[config.mk]
export PLATFORM = sky130hd
export DESIGN_NAME = seeded_multiply_add_string_hash
export DESIGN_NICKNAME = d
export VERILOG_FILES = /design/src/smash_pkg.sv /design/src/smash_front.sv /design/src/smash_fifo.sv /design/src/smash_back.sv /design/src/seeded_multiply_add_string_hash.sv
export SDC_FILE = /design/constraint.sdc
export NUM_CORES = 1
export LEC_CHECK = 0
export BUFFER_PORTS_ARGS = -buffer_cell sky130_fd_sc_hd__buf_4
export CORE_ASPECT_RATIO = 1.5
export CORE_MARGIN = 1.5
export CORE_UTILIZATION = 38
export CTS_BUF_LIST = sky130_fd_sc_hd__clkbuf_8
export CTS_CLUSTER_DIAMETER = 60
export CTS_CLUSTER_SIZE = 40
export DETAILED_ROUTE_END_ITERATION = 10
export GPL_ROUTABILITY_DRIVEN = 0
export SLEW_MARGIN = 30
export SYNTH_ARGS = -nofsm -noshare
export SYNTH_HDL_FRONTEND = slang
export SYNTH_SLANG_ARGS = --single-unit
[constraint.sdc]
create_clock -name clk -period 7.4 [get_ports clk]
set_clock_uncertainty 0.2 [all_clocks]
set_input_delay 0 -clock clk [delete_from_list [all_inputs] [get_ports clk]]
set_output_delay 0 -clock clk [all_outputs]
set_load 0.1 [all_outputs]
[src/smash_pkg.sv]
// Package for the seeded multiply-add string hash.
// Holds widths, register reset values, register indexes and the front-to-queue struct.
// No dependencies.
package smash_pkg;

    localparam int HASH_W    = 64;   // running hash width, 32 to 64
    localparam int REG_W     = 64;   // configuration register width
    localparam int BUCKET_W  = 64;   // result width
    localparam int CHAR_W    = 8;
    localparam int SHIFT_AMT = 5;    // hash*33 = (hash << 5) + hash
    localparam int CNT_W     = $clog2(HASH_W);
    localparam int QDEPTH    = 2;
    localparam int QPTR_W    = $clog2(QDEPTH);
    localparam int QCNT_W    = $clog2(QDEPTH + 1);

    localparam logic [REG_W-1:0] SEED_RESET    = REG_W'(5381);
    localparam logic [REG_W-1:0] MODULUS_RESET = REG_W'(1024);

    localparam logic REG_SEED    = 1'b0;
    localparam logic REG_MODULUS = 1'b1;

    // one finished string hash handed from the front to the queue
    typedef struct packed {
        logic              push;
        logic [HASH_W-1:0] hash;
    } hash_xfer_t;

endpackage

[src/smash_front.sv]
// Front end: accepts character transactions and updates the running hash.
// Depends on smash_pkg; hands finished hashes to the queue as smash_pkg::hash_xfer_t.
module smash_front
(
    input  logic                                clk,
    input  logic                                rst_n,
    input  logic                                accept,
    input  logic [smash_pkg::CHAR_W-1:0]        char_byte,
    input  logic                                has_char,
    input  logic                                last,
    input  logic [smash_pkg::REG_W-1:0]         seed,
    output smash_pkg::hash_xfer_t               xfer
);

    logic [smash_pkg::HASH_W-1:0] running_hash_reg;
    logic [smash_pkg::HASH_W-1:0] running_hash_next;
    logic                         in_string_reg;
    logic                         in_string_next;
    logic [smash_pkg::HASH_W-1:0] h_base;
    logic [smash_pkg::HASH_W-1:0] c_ext;
    logic [smash_pkg::HASH_W-1:0] h_upd;

    assign h_base = in_string_reg ? running_hash_reg : seed[smash_pkg::HASH_W-1:0];
    // byte is a signed char
    assign c_ext  = smash_pkg::HASH_W'($signed(char_byte));
    assign h_upd  = (h_base << smash_pkg::SHIFT_AMT) + h_base + c_ext;

    always_comb
    begin
        running_hash_next = running_hash_reg;
        in_string_next    = in_string_reg;
        xfer.push         = 1'b0;
        xfer.hash         = has_char ? h_upd : h_base;
        if (accept)
        begin
            if (has_char)
            begin
                running_hash_next = h_upd;
                in_string_next    = 1'b1;
            end
            if (last)
            begin
                xfer.push      = 1'b1;
                in_string_next = 1'b0;
            end
        end
    end

    always_ff @(posedge clk or negedge rst_n)
    begin
        if (!rst_n)
        begin
            in_string_reg <= 1'b0;
        end
        else
        begin
            in_string_reg <= in_string_next;
        end
    end

    always_ff @(posedge clk)
    begin
        running_hash_reg <= running_hash_next;
    end

endmodule

[src/smash_fifo.sv]
// Short queue of finished string hashes between front and back.
// Depends on smash_pkg.
module smash_fifo
(
    input  logic                          clk,
    input  logic                          rst_n,
    input  smash_pkg::hash_xfer_t         xfer,
    input  logic                          pop,
    output logic                          full,
    output logic                          not_empty,
    output logic [smash_pkg::HASH_W-1:0]  head
);

    logic [smash_pkg::HASH_W-1:0] entry_reg [smash_pkg::QDEPTH];
    logic [smash_pkg::QPTR_W-1:0] wr_ptr_reg;
    logic [smash_pkg::QPTR_W-1:0] rd_ptr_reg;
    logic [smash_pkg::QCNT_W-1:0] count_reg;
    logic [smash_pkg::QCNT_W-1:0] count_next;

    assign full      = (count_reg == smash_pkg::QCNT_W'(smash_pkg::QDEPTH));
    assign not_empty = (count_reg != '0);
    assign head      = entry_reg[rd_ptr_reg];

    always_comb
    begin
        count_next = count_reg;
        case ({xfer.push, pop})
            2'b10:   count_next = count_reg + 1'b1;
            2'b01:   count_next = count_reg - 1'b1;
            default: count_next = count_reg;
        endcase
    end

    always_ff @(posedge clk or negedge rst_n)
    begin
        if (!rst_n)
        begin
            wr_ptr_reg <= '0;
            rd_ptr_reg <= '0;
            count_reg  <= '0;
        end
        else
        begin
            if (xfer.push)
            begin
                wr_ptr_reg <= wr_ptr_reg + 1'b1;
            end
            if (pop)
            begin
                rd_ptr_reg <= rd_ptr_reg + 1'b1;
            end
            count_reg <= count_next;
        end
    end

    always_ff @(posedge clk)
    begin
        if (xfer.push)
        begin
            entry_reg[wr_ptr_reg] <= xfer.hash;
        end
    end

endmodule

[src/smash_back.sv]
// Back end: bit-serial restoring modulo of a finished hash, plus the output register.
// Depends on smash_pkg.
module smash_back
(
    input  logic                            clk,
    input  logic                            rst_n,
    input  logic                            q_not_empty,
    input  logic [smash_pkg::HASH_W-1:0]    q_head,
    output logic                            q_pop,
    input  logic [smash_pkg::REG_W-1:0]     modulus,
    output logic                            out_valid,
    input  logic                            out_stall,
    output logic [smash_pkg::BUCKET_W-1:0]  bucket
);

    localparam logic [1:0] ST_IDLE = 2'd0;
    localparam logic [1:0] ST_DIV  = 2'd1;
    localparam logic [1:0] ST_HOLD = 2'd2;

    logic [1:0]                     state_reg;
    logic [1:0]                     state_next;
    logic [smash_pkg::CNT_W-1:0]    cnt_reg;
    logic [smash_pkg::CNT_W-1:0]    cnt_next;
    logic [smash_pkg::HASH_W-1:0]   dvd_reg;
    logic [smash_pkg::HASH_W-1:0]   dvd_next;
    logic [smash_pkg::REG_W-1:0]    rem_reg;
    logic [smash_pkg::REG_W-1:0]    rem_next;
    logic                           out_valid_reg;
    logic                           out_valid_next;
    logic [smash_pkg::BUCKET_W-1:0] bucket_reg;
    logic [smash_pkg::BUCKET_W-1:0] bucket_next;
    logic [smash_pkg::REG_W:0]      shifted;
    logic [smash_pkg::REG_W:0]      diff;
    logic                           out_free;

    assign out_valid = out_valid_reg;
    assign bucket    = bucket_reg;
    assign out_free  = !out_valid_reg || !out_stall;

    // remainder stays below modulus, so the shifted value fits REG_W+1 bits
    assign shifted = {rem_reg, dvd_reg[smash_pkg::HASH_W-1]};
    assign diff    = shifted - {1'b0, modulus};

    always_comb
    begin
        state_next     = state_reg;
        cnt_next       = cnt_reg;
        dvd_next       = dvd_reg;
        rem_next       = rem_reg;
        out_valid_next = out_valid_reg;
        bucket_next    = bucket_reg;
        q_pop          = 1'b0;

        if (out_valid_reg && !out_stall)
        begin
            out_valid_next = 1'b0;
        end

        case (state_reg)
            ST_IDLE:
            begin
                if (q_not_empty)
                begin
                    q_pop    = 1'b1;
                    dvd_next = q_head;
                    cnt_next = '1;
                    if (modulus == '0)
                    begin
                        // zero modulus: hash goes out unreduced
                        rem_next   = smash_pkg::REG_W'(q_head);
                        state_next = ST_HOLD;
                    end
                    else
                    begin
                        rem_next   = '0;
                        state_next = ST_DIV;
                    end
                end
            end
            ST_DIV:
            begin
                dvd_next = dvd_reg << 1;
                if (!diff[smash_pkg::REG_W])
                begin
                    rem_next = diff[smash_pkg::REG_W-1:0];
                end
                else
                begin
                    rem_next = shifted[smash_pkg::REG_W-1:0];
                end
                cnt_next = cnt_reg - 1'b1;
                if (cnt_reg == '0)
                begin
                    state_next = ST_HOLD;
                end
            end
            ST_HOLD:
            begin
                if (out_free)
                begin
                    out_valid_next = 1'b1;
                    bucket_next    = smash_pkg::BUCKET_W'(rem_reg);
                    state_next     = ST_IDLE;
                end
            end
            default:
            begin
                state_next = ST_IDLE;
            end
        endcase
    end

    always_ff @(posedge clk or negedge rst_n)
    begin
        if (!rst_n)
        begin
            state_reg     <= ST_IDLE;
            cnt_reg       <= '0;
            out_valid_reg <= 1'b0;
        end
        else
        begin
            state_reg     <= state_next;
            cnt_reg       <= cnt_next;
            out_valid_reg <= out_valid_next;
        end
    end

    always_ff @(posedge clk)
    begin
        dvd_reg    <= dvd_next;
        rem_reg    <= rem_next;
        bucket_reg <= bucket_next;
    end

endmodule

[src/seeded_multiply_add_string_hash.sv]
// Top level of the seeded multiply-add string hash.
// Depends on smash_pkg, smash_front, smash_fifo and smash_back.
//
// Streams a string one character transaction at a time and returns, for each
// transaction marked last, the 64-bit hash reduced modulo the modulus register.
// Each string starts from the seed register; every character updates the hash
// to hash*33 + sign-extended byte, wrapping at the hash width. The front takes
// one transaction per cycle while not stalled and does the multiply-add in that
// cycle. A finished hash goes into a two-entry queue; the back end reduces it
// with a bit-serial restoring divider, one bit per cycle (a zero modulus skips
// the reduction and returns the raw hash). The divider sets the string rate:
// strings as long as a reduction overlap fully, runs of shorter ones stall the
// input once the queue is full. in_stall is high exactly when the queue is
// full. A registered output stage lets the divider start the next string while
// a bucket waits to be taken. Configuration is written by the user through
// cfg_wr_en/cfg_index/cfg_data only while idle; the block does not enforce it.
// Index 0 is the seed (reset 5381), index 1 the modulus (reset 1024).
module seeded_multiply_add_string_hash
(
    input  logic                              clk,
    input  logic                              rst_n,
    // configuration
    input  logic                              cfg_wr_en,
    input  logic                              cfg_index,
    input  logic [smash_pkg::REG_W-1:0]       cfg_data,
    // input channel
    input  logic                              in_valid,
    output logic                              in_stall,
    input  logic [smash_pkg::CHAR_W-1:0]      char_byte,
    input  logic                              has_char,
    input  logic                              last,
    // output channel
    output logic                              out_valid,
    input  logic                              out_stall,
    output logic [smash_pkg::BUCKET_W-1:0]    bucket
);

    logic [smash_pkg::REG_W-1:0]  seed_reg;
    logic [smash_pkg::REG_W-1:0]  modulus_reg;
    smash_pkg::hash_xfer_t        xfer;
    logic                         q_full;
    logic                         q_not_empty;
    logic                         q_pop;
    logic [smash_pkg::HASH_W-1:0] q_head;
    logic                         in_accept;

    // configuration registers
    always_ff @(posedge clk or negedge rst_n)
    begin
        if (!rst_n)
        begin
            seed_reg    <= smash_pkg::SEED_RESET;
            modulus_reg <= smash_pkg::MODULUS_RESET;
        end
        else if (cfg_wr_en)
        begin
            case (cfg_index)
                smash_pkg::REG_SEED:    seed_reg    <= cfg_data;
                smash_pkg::REG_MODULUS: modulus_reg <= cfg_data;
                default:                seed_reg    <= seed_reg;
            endcase
        end
    end

    // a full queue holds off every transaction, so a last one always has room
    assign in_stall  = q_full;
    assign in_accept = in_valid && !q_full;

    smash_front u_front
    (
        .clk       (clk),
        .rst_n     (rst_n),
        .accept    (in_accept),
        .char_byte (char_byte),
        .has_char  (has_char),
        .last      (last),
        .seed      (seed_reg),
        .xfer      (xfer)
    );

    smash_fifo u_fifo
    (
        .clk       (clk),
        .rst_n     (rst_n),
        .xfer      (xfer),
        .pop       (q_pop),
        .full      (q_full),
        .not_empty (q_not_empty),
        .head      (q_head)
    );

    smash_back u_back
    (
        .clk         (clk),
        .rst_n       (rst_n),
        .q_not_empty (q_not_empty),
        .q_head      (q_head),
        .q_pop       (q_pop),
        .modulus     (modulus_reg),
        .out_valid   (out_valid),
        .out_stall   (out_stall),
        .bucket      (bucket)
    );

endmodule

==> flow_summary.toml, run 1 <==
[timing]
finalSetupViolCount = 0
finalCriticalPeriod_ns = 5.92
setup-tns-final_ns = 0
rsz0062_at_grt = "false"
fmax_mhz = 169
min_period_over_period_pct = 80.1
slew_headroom_pct = 28.7
tightest_slew_ns = 1.06
hold_violations = 0
report.final.slew_viol_count = 0

[finish]
final_nets = 3214
largest_register_ffs = 128
register_area_um2 = 15100
final_cell_mix = "edfxtp_1 (384), nor2_1 (285), a21oi_1 (231), mux2_2 (222), buf_4 (163)"
drive_above_1_share_pct = 16.5
fin_cells = 3998
fillers = 7407
multi_input_area_um2 = 14500
syn_to_final_growth_pct = 14.8
layout_commonest_cell = "edfxtp_1"

[floorplan]
num_rows = 127
fp.coreArea_um2 = 79800
dieArea_um2 = 82200
start_util_pct = 38.3
io_pins = 146
die-width_um = 235
fp.dieH_um = 350

[global_route]
grt_pass1_wl_mm = 134
grt_usage_pct = 21.3
grt_pass1_vias = 22200
grt_max_degree = 80
grt_overflow = 0
antenna_found_initial = 1

[logic_synthesis]
synth_cell_types = 77
ys_async_sr_fraction_pct = 27.0
synth-edff-count = 384
synth_flop_cell = "edfxtp_1"
yosysWarnings = 0
avgSynthCellArea_um2 = 11.2
ys_top_cells_by_area = "edfxtp_1 (38%), dfrtp_1 (11%), mux2_2 (8.2%), ha_1 (5.5%), fa_1 (3.9%)"
synth_top_area_share_pct = 37.7
yosysSeqAreaShare_pct = 49.4
synth_nets = 3013
ys_ff_latch = 526
synth_area_um2 = 30600
yosys.area.top_type = "edfxtp_1"
syn_inst = 2739

[worst_setup_path]
r2r_slack_ns = 1.48
crit_required_ns = 7.70
path_buf_inv = 0
path_class = "reg -> reg"
crit_path_top_delay_cell = "dfrtp_2"
critPathMaxFanout = 36
cp_cell_sequence = "mux2_2, ha_1, ha_1, fa_1, a211oi_1, nor3_1, nor4b_1, o31ai_1, o21ai_0, a21oi_1, nor2_1, a31o_2, xnor2_1, mux2_2"
cp.arrival_ns = 6.23
worst_setup_path_start_kind = "flip-flop"
path_delay_family = "compound AO/OA/AOI/OAI gates"
endpoint_kind = "flip-flop"
slowest_delay_ns = 1.00

[drt]
dr.pass1.iters = 11
via_per_inst = 5.62
vias = 22500
postRouteAntennaNets = 0
routedWlPerCell_um = 22.2
wl_mm = 88.9
drtIter0Drc = 1761
drc = 4

[clocking]
clk_pin_slew_ns = 0.18
cts_tree = "yes"
clockRootBuffer = "clkbuf_8"
cts.sink_count = 526
clockBufferDepth = 3
cts_resized = 0
clk_latency_ns = 0.76
h-tree-depth = 1
numCtsBuffers = 30

[placed_design]
hpwl_mm = 65.8
portBuffers = 145
place_inst = 3783

[job]
cap_violations = 0

[worst_hold_path]
hold_class = "in -> reg"

[status]
status = "finished with violations"
violations = "design-rule violations"
-- repair_timing --
item                                   4_1_cts  5_1_grt
buffers inserted                             0        0
hold buffers                               156        0
endpoints found under the hold margin      481        0
-- Yosys cell counts, types with 56 or more instances --
| master | count |
|---|---|
| mux2i_1 | 74 |
| edfxtp_1 | 384 |
| nand4_1 | 56 |
| fa_1 | 60 |
| dfrtp_1 | 136 |
| ha_1 | 134 |
| xnor2_1 | 84 |
| inv_1 | 114 |
| o21ai_0 | 85 |
| a21oi_1 | 232 |
| nand2_1 | 139 |
| a21o_1 | 59 |
| mux2_2 | 222 |
| nand3_1 | 71 |
| nor2_1 | 287 |
| clkbuf_1 | 121 |
-- per-stage QoR --
step                cell area (um^2)  hold WS [ns]  worst slack, ns  util (%)
finish                         35100        0.0729             1.48      44.0
global route                   35100        0.0823             1.31      44.0
CTS                            35100       0.00585             1.43      44.0
detailed placement             32600       -0.0811             1.50      40.9
global placement               32600       -0.0959             1.52      40.8
floorplan                      30600        -0.496             2.63         -
-- worst min-delay path, cell delays in order --
cell and delay, ns:
buf_4 0.11, inv_1 0.08, fa_1 0.17, inv_1 0.05, ha_1 0.33, xnor2_1 0.11
-- worst paths after layout --
check	startpoint	endpoint	cells past startpoint
worst max-delay path	u_front.in_string_reg	u_fifo.entry_reg[1][61]	14
worst min-delay path	char_byte[5]	u_front.running_hash_reg[5]	6
worst max register to register	u_front.in_string_reg	u_fifo.entry_reg[1][61]	14
worst min register to register	u_back.rem_reg[20]	u_back.bucket[20]	0
max in group asynchronous	rst_n	u_fifo.rd_ptr_reg	4
min in group asynchronous	rst_n	seed_reg[12]	3
-- kinds of logic (layout without fill, tap and decap cells) --
kind of cell    count (synthesis)  in the layout  synth area share [%]
compound gates                616            616                  12.7
buf+inv                       267            492                  3.41
simple gates                  709            709                  10.7
fa+ha+maj                     194            194                  9.41
xor+xnor                      131            131                  3.78
mux                           296            296                  10.6
flops                         526            526                  49.4
other cells                     0              2                     0
-- cell type report --
class | count | area share, %
clock inverter | 23 | 1.29
multi-input combinational | 1946 | 41.3
sequential | 526 | 43.0
timing repair buffer | 322 | 8.15
clock buffer | 33 | 1.29
antenna | 2 | 0.0143
inverter | 114 | 1.23
tap | 1032 | 3.68
-- metal layers --
layer / up-vias / routed length [um] / GRT usage, %
met5: - / 0 / 0
met4: 0 / 3840 / 8.66
met3: 147 / 4670 / 1.63
met2: 827 / 42200 / 35.4
met1: 11100 / 38100 / 28.7
li1: 10400 / - / -
Power of run 1 is left out: the tool's default activity adds up to more than one toggle a clock period on the data nets, which glitch-free logic cannot reach.
==> run 2, diff against run 1 <==
==> constraint.sdc (replaced) <==
create_clock -name clk -period 5.2 [get_ports clk]
set_clock_uncertainty 0.2 [all_clocks]
set_input_delay 0 -clock clk [delete_from_list [all_inputs] [get_ports clk]]
set_output_delay 0 -clock clk [all_outputs]
set_load 0.1 [all_outputs]
==> flow_summary.toml, run 2 (same netlist as run 1, synthesis figures left out) <==
[worst_setup_path]
path_class = "reg -> reg"
rr_startpoint = "u_front.in_string_reg"
reg2reg_depth = 13
crit_required_ns = 5.54
reg2reg_to = "u_fifo.entry_reg[1][63]"
cp.arrival_ns = 5.37
r2r_slack_ns = 0.17
startpoint = "u_front.in_string_reg"
endpoint_kind = "flip-flop"
worst_setup_path_start_kind = "flip-flop"
critPathMaxFanout = 16
endpoint = "u_fifo.entry_reg[1][63]"

[job]
cap_violations = 0

[global_route]
grt_overflow = 0
grt_usage_pct = 20.9
grt_pass1_wl_mm = 133
antenna_found_initial = 2
grt_pass1_vias = 22500
grt_max_degree = 86

[status]
violations = "design-rule violations"
status = "finished with violations"

[clocking]
clockBufferDepth = 3
numCtsBuffers = 28
clk_pin_slew_ns = 0.19
clk_latency_ns = 0.77
clockRootBuffer = "clkbuf_8"
cts.sink_count = 526
h-tree-depth = 1
cts_tree = "yes"

[finish]
syn_to_final_growth_pct = 15.7
final_cell_mix = "edfxtp_1 (384), nor2_1 (285), a21oi_1 (231), mux2_2 (222), buf_4 (185)"
layout_commonest_cell = "edfxtp_1"
fillers = 7389
largest_register_ffs = 128
drive_above_1_share_pct = 17.3
final_nets = 3237

[drt]
wl_mm = 86.9
dr.pass1.iters = 11
drc = 16
postRouteAntennaNets = 0
drtIter0Drc = 1833
vias = 22300
routedWlPerCell_um = 21.6
via_per_inst = 5.56

[timing]
tightest_slew_ns = 0.943
rsz0062_at_grt = "false"
fmax_mhz = 199
finalSetupViolCount = 0
setup-tns-final_ns = 0
slew_headroom_pct = 37.1
min_period_over_period_pct = 96.7
finalCriticalPeriod_ns = 5.03
hold_violations = 0
report.final.slew_viol_count = 0
hold_slack_ns = 0.0632

[floorplan]
start_util_pct = 38.3
fp.coreArea_um2 = 79800
num_rows = 127
fp.dieH_um = 350
io_pins = 146
die-width_um = 235
dieArea_um2 = 82200

[placed_design]
portBuffers = 145
hpwl_mm = 66.7

[worst_hold_path]
hold_class = "in -> reg"
-- run 2: layout make-up --
type | count | area [um^2] | share of cell area, %
Sequential cell | 526 | 15100 | 42.7
Multi-Input combinational cell | 1946 | 14500 | 41.1
Timing Repair Buffer | 347 | 3100 | 8.77
Tap cell | 1032 | 1290 | 3.65
Clock inverter | 23 | 519 | 1.47
Inverter | 114 | 430 | 1.22
Clock buffer | 29 | 399 | 1.13
Antenna cell | 2 | 5.00 | 0.0142
-- run 2: per-layer routing --
metal | vias up | wire, um | GRT usage, %
met5 | - | 0 | 0
met4 | 0 | 4530 | 9.84
met3 | 195 | 3690 | 1.62
met2 | 705 | 41100 | 34.4
met1 | 10900 | 37600 | 28.0
li1 | 10500 | - | -
-- run 2: worst min-delay path by stage --
stage                     slack [ns]  start                      end  cells after the start
final                           0.06   last   u_fifo.entry_reg[1][0]                      4
after detailed placement       -0.19  rst_n          modulus_reg[54]                      1
after floorplan                -0.50  rst_n           modulus_reg[0]                      0
after global routing            0.09   last  u_fifo.entry_reg[0][24]                      4
after CTS                       0.04   last  u_fifo.entry_reg[1][30]                      4
after global placement         -0.20  rst_n          modulus_reg[61]                      1
-- run 2: repair_timing --
action	4_1_cts	5_1_grt
endpoints found under the hold margin	497	0
resized for setup	0	6
hold buffers	153	0
buffers inserted	0	1
endpoints found under the setup margin	0	33
-- run 2: critical path: stages (launching register included) --
cell	delay [ns]
dfrtp_4	0.61
mux2_2	0.42
fa_1	0.48
ha_1	0.39
nand4_1	0.11
nor3_1	0.35
o311ai_1	0.23
a211oi_1	0.63
o2111ai_2	0.30
and3b_1	0.32
o31ai_2	0.37
a221oi_2	0.11
xnor2_1	0.17
o21a_1	0.19
-- run 2: through the flow --
| step | setup WS (ns) | util [%] | area [um^2] | std cells |
|---|---|---|---|---|
| after global routing | 0.0355 | 44.3 | 35400 | 4018 |
| after floorplan | 0.430 | - | 30600 | 2739 |
| after detailed placement | -0.0131 | 41.2 | 32900 | 3811 |
| final | 0.174 | 44.3 | 35400 | 4019 |
| after global placement | 0.0588 | 41.2 | 32800 | 3810 |
| after CTS | 0.0283 | 44.3 | 35300 | 4016 |
Power of run 2 is left out for the same reason.
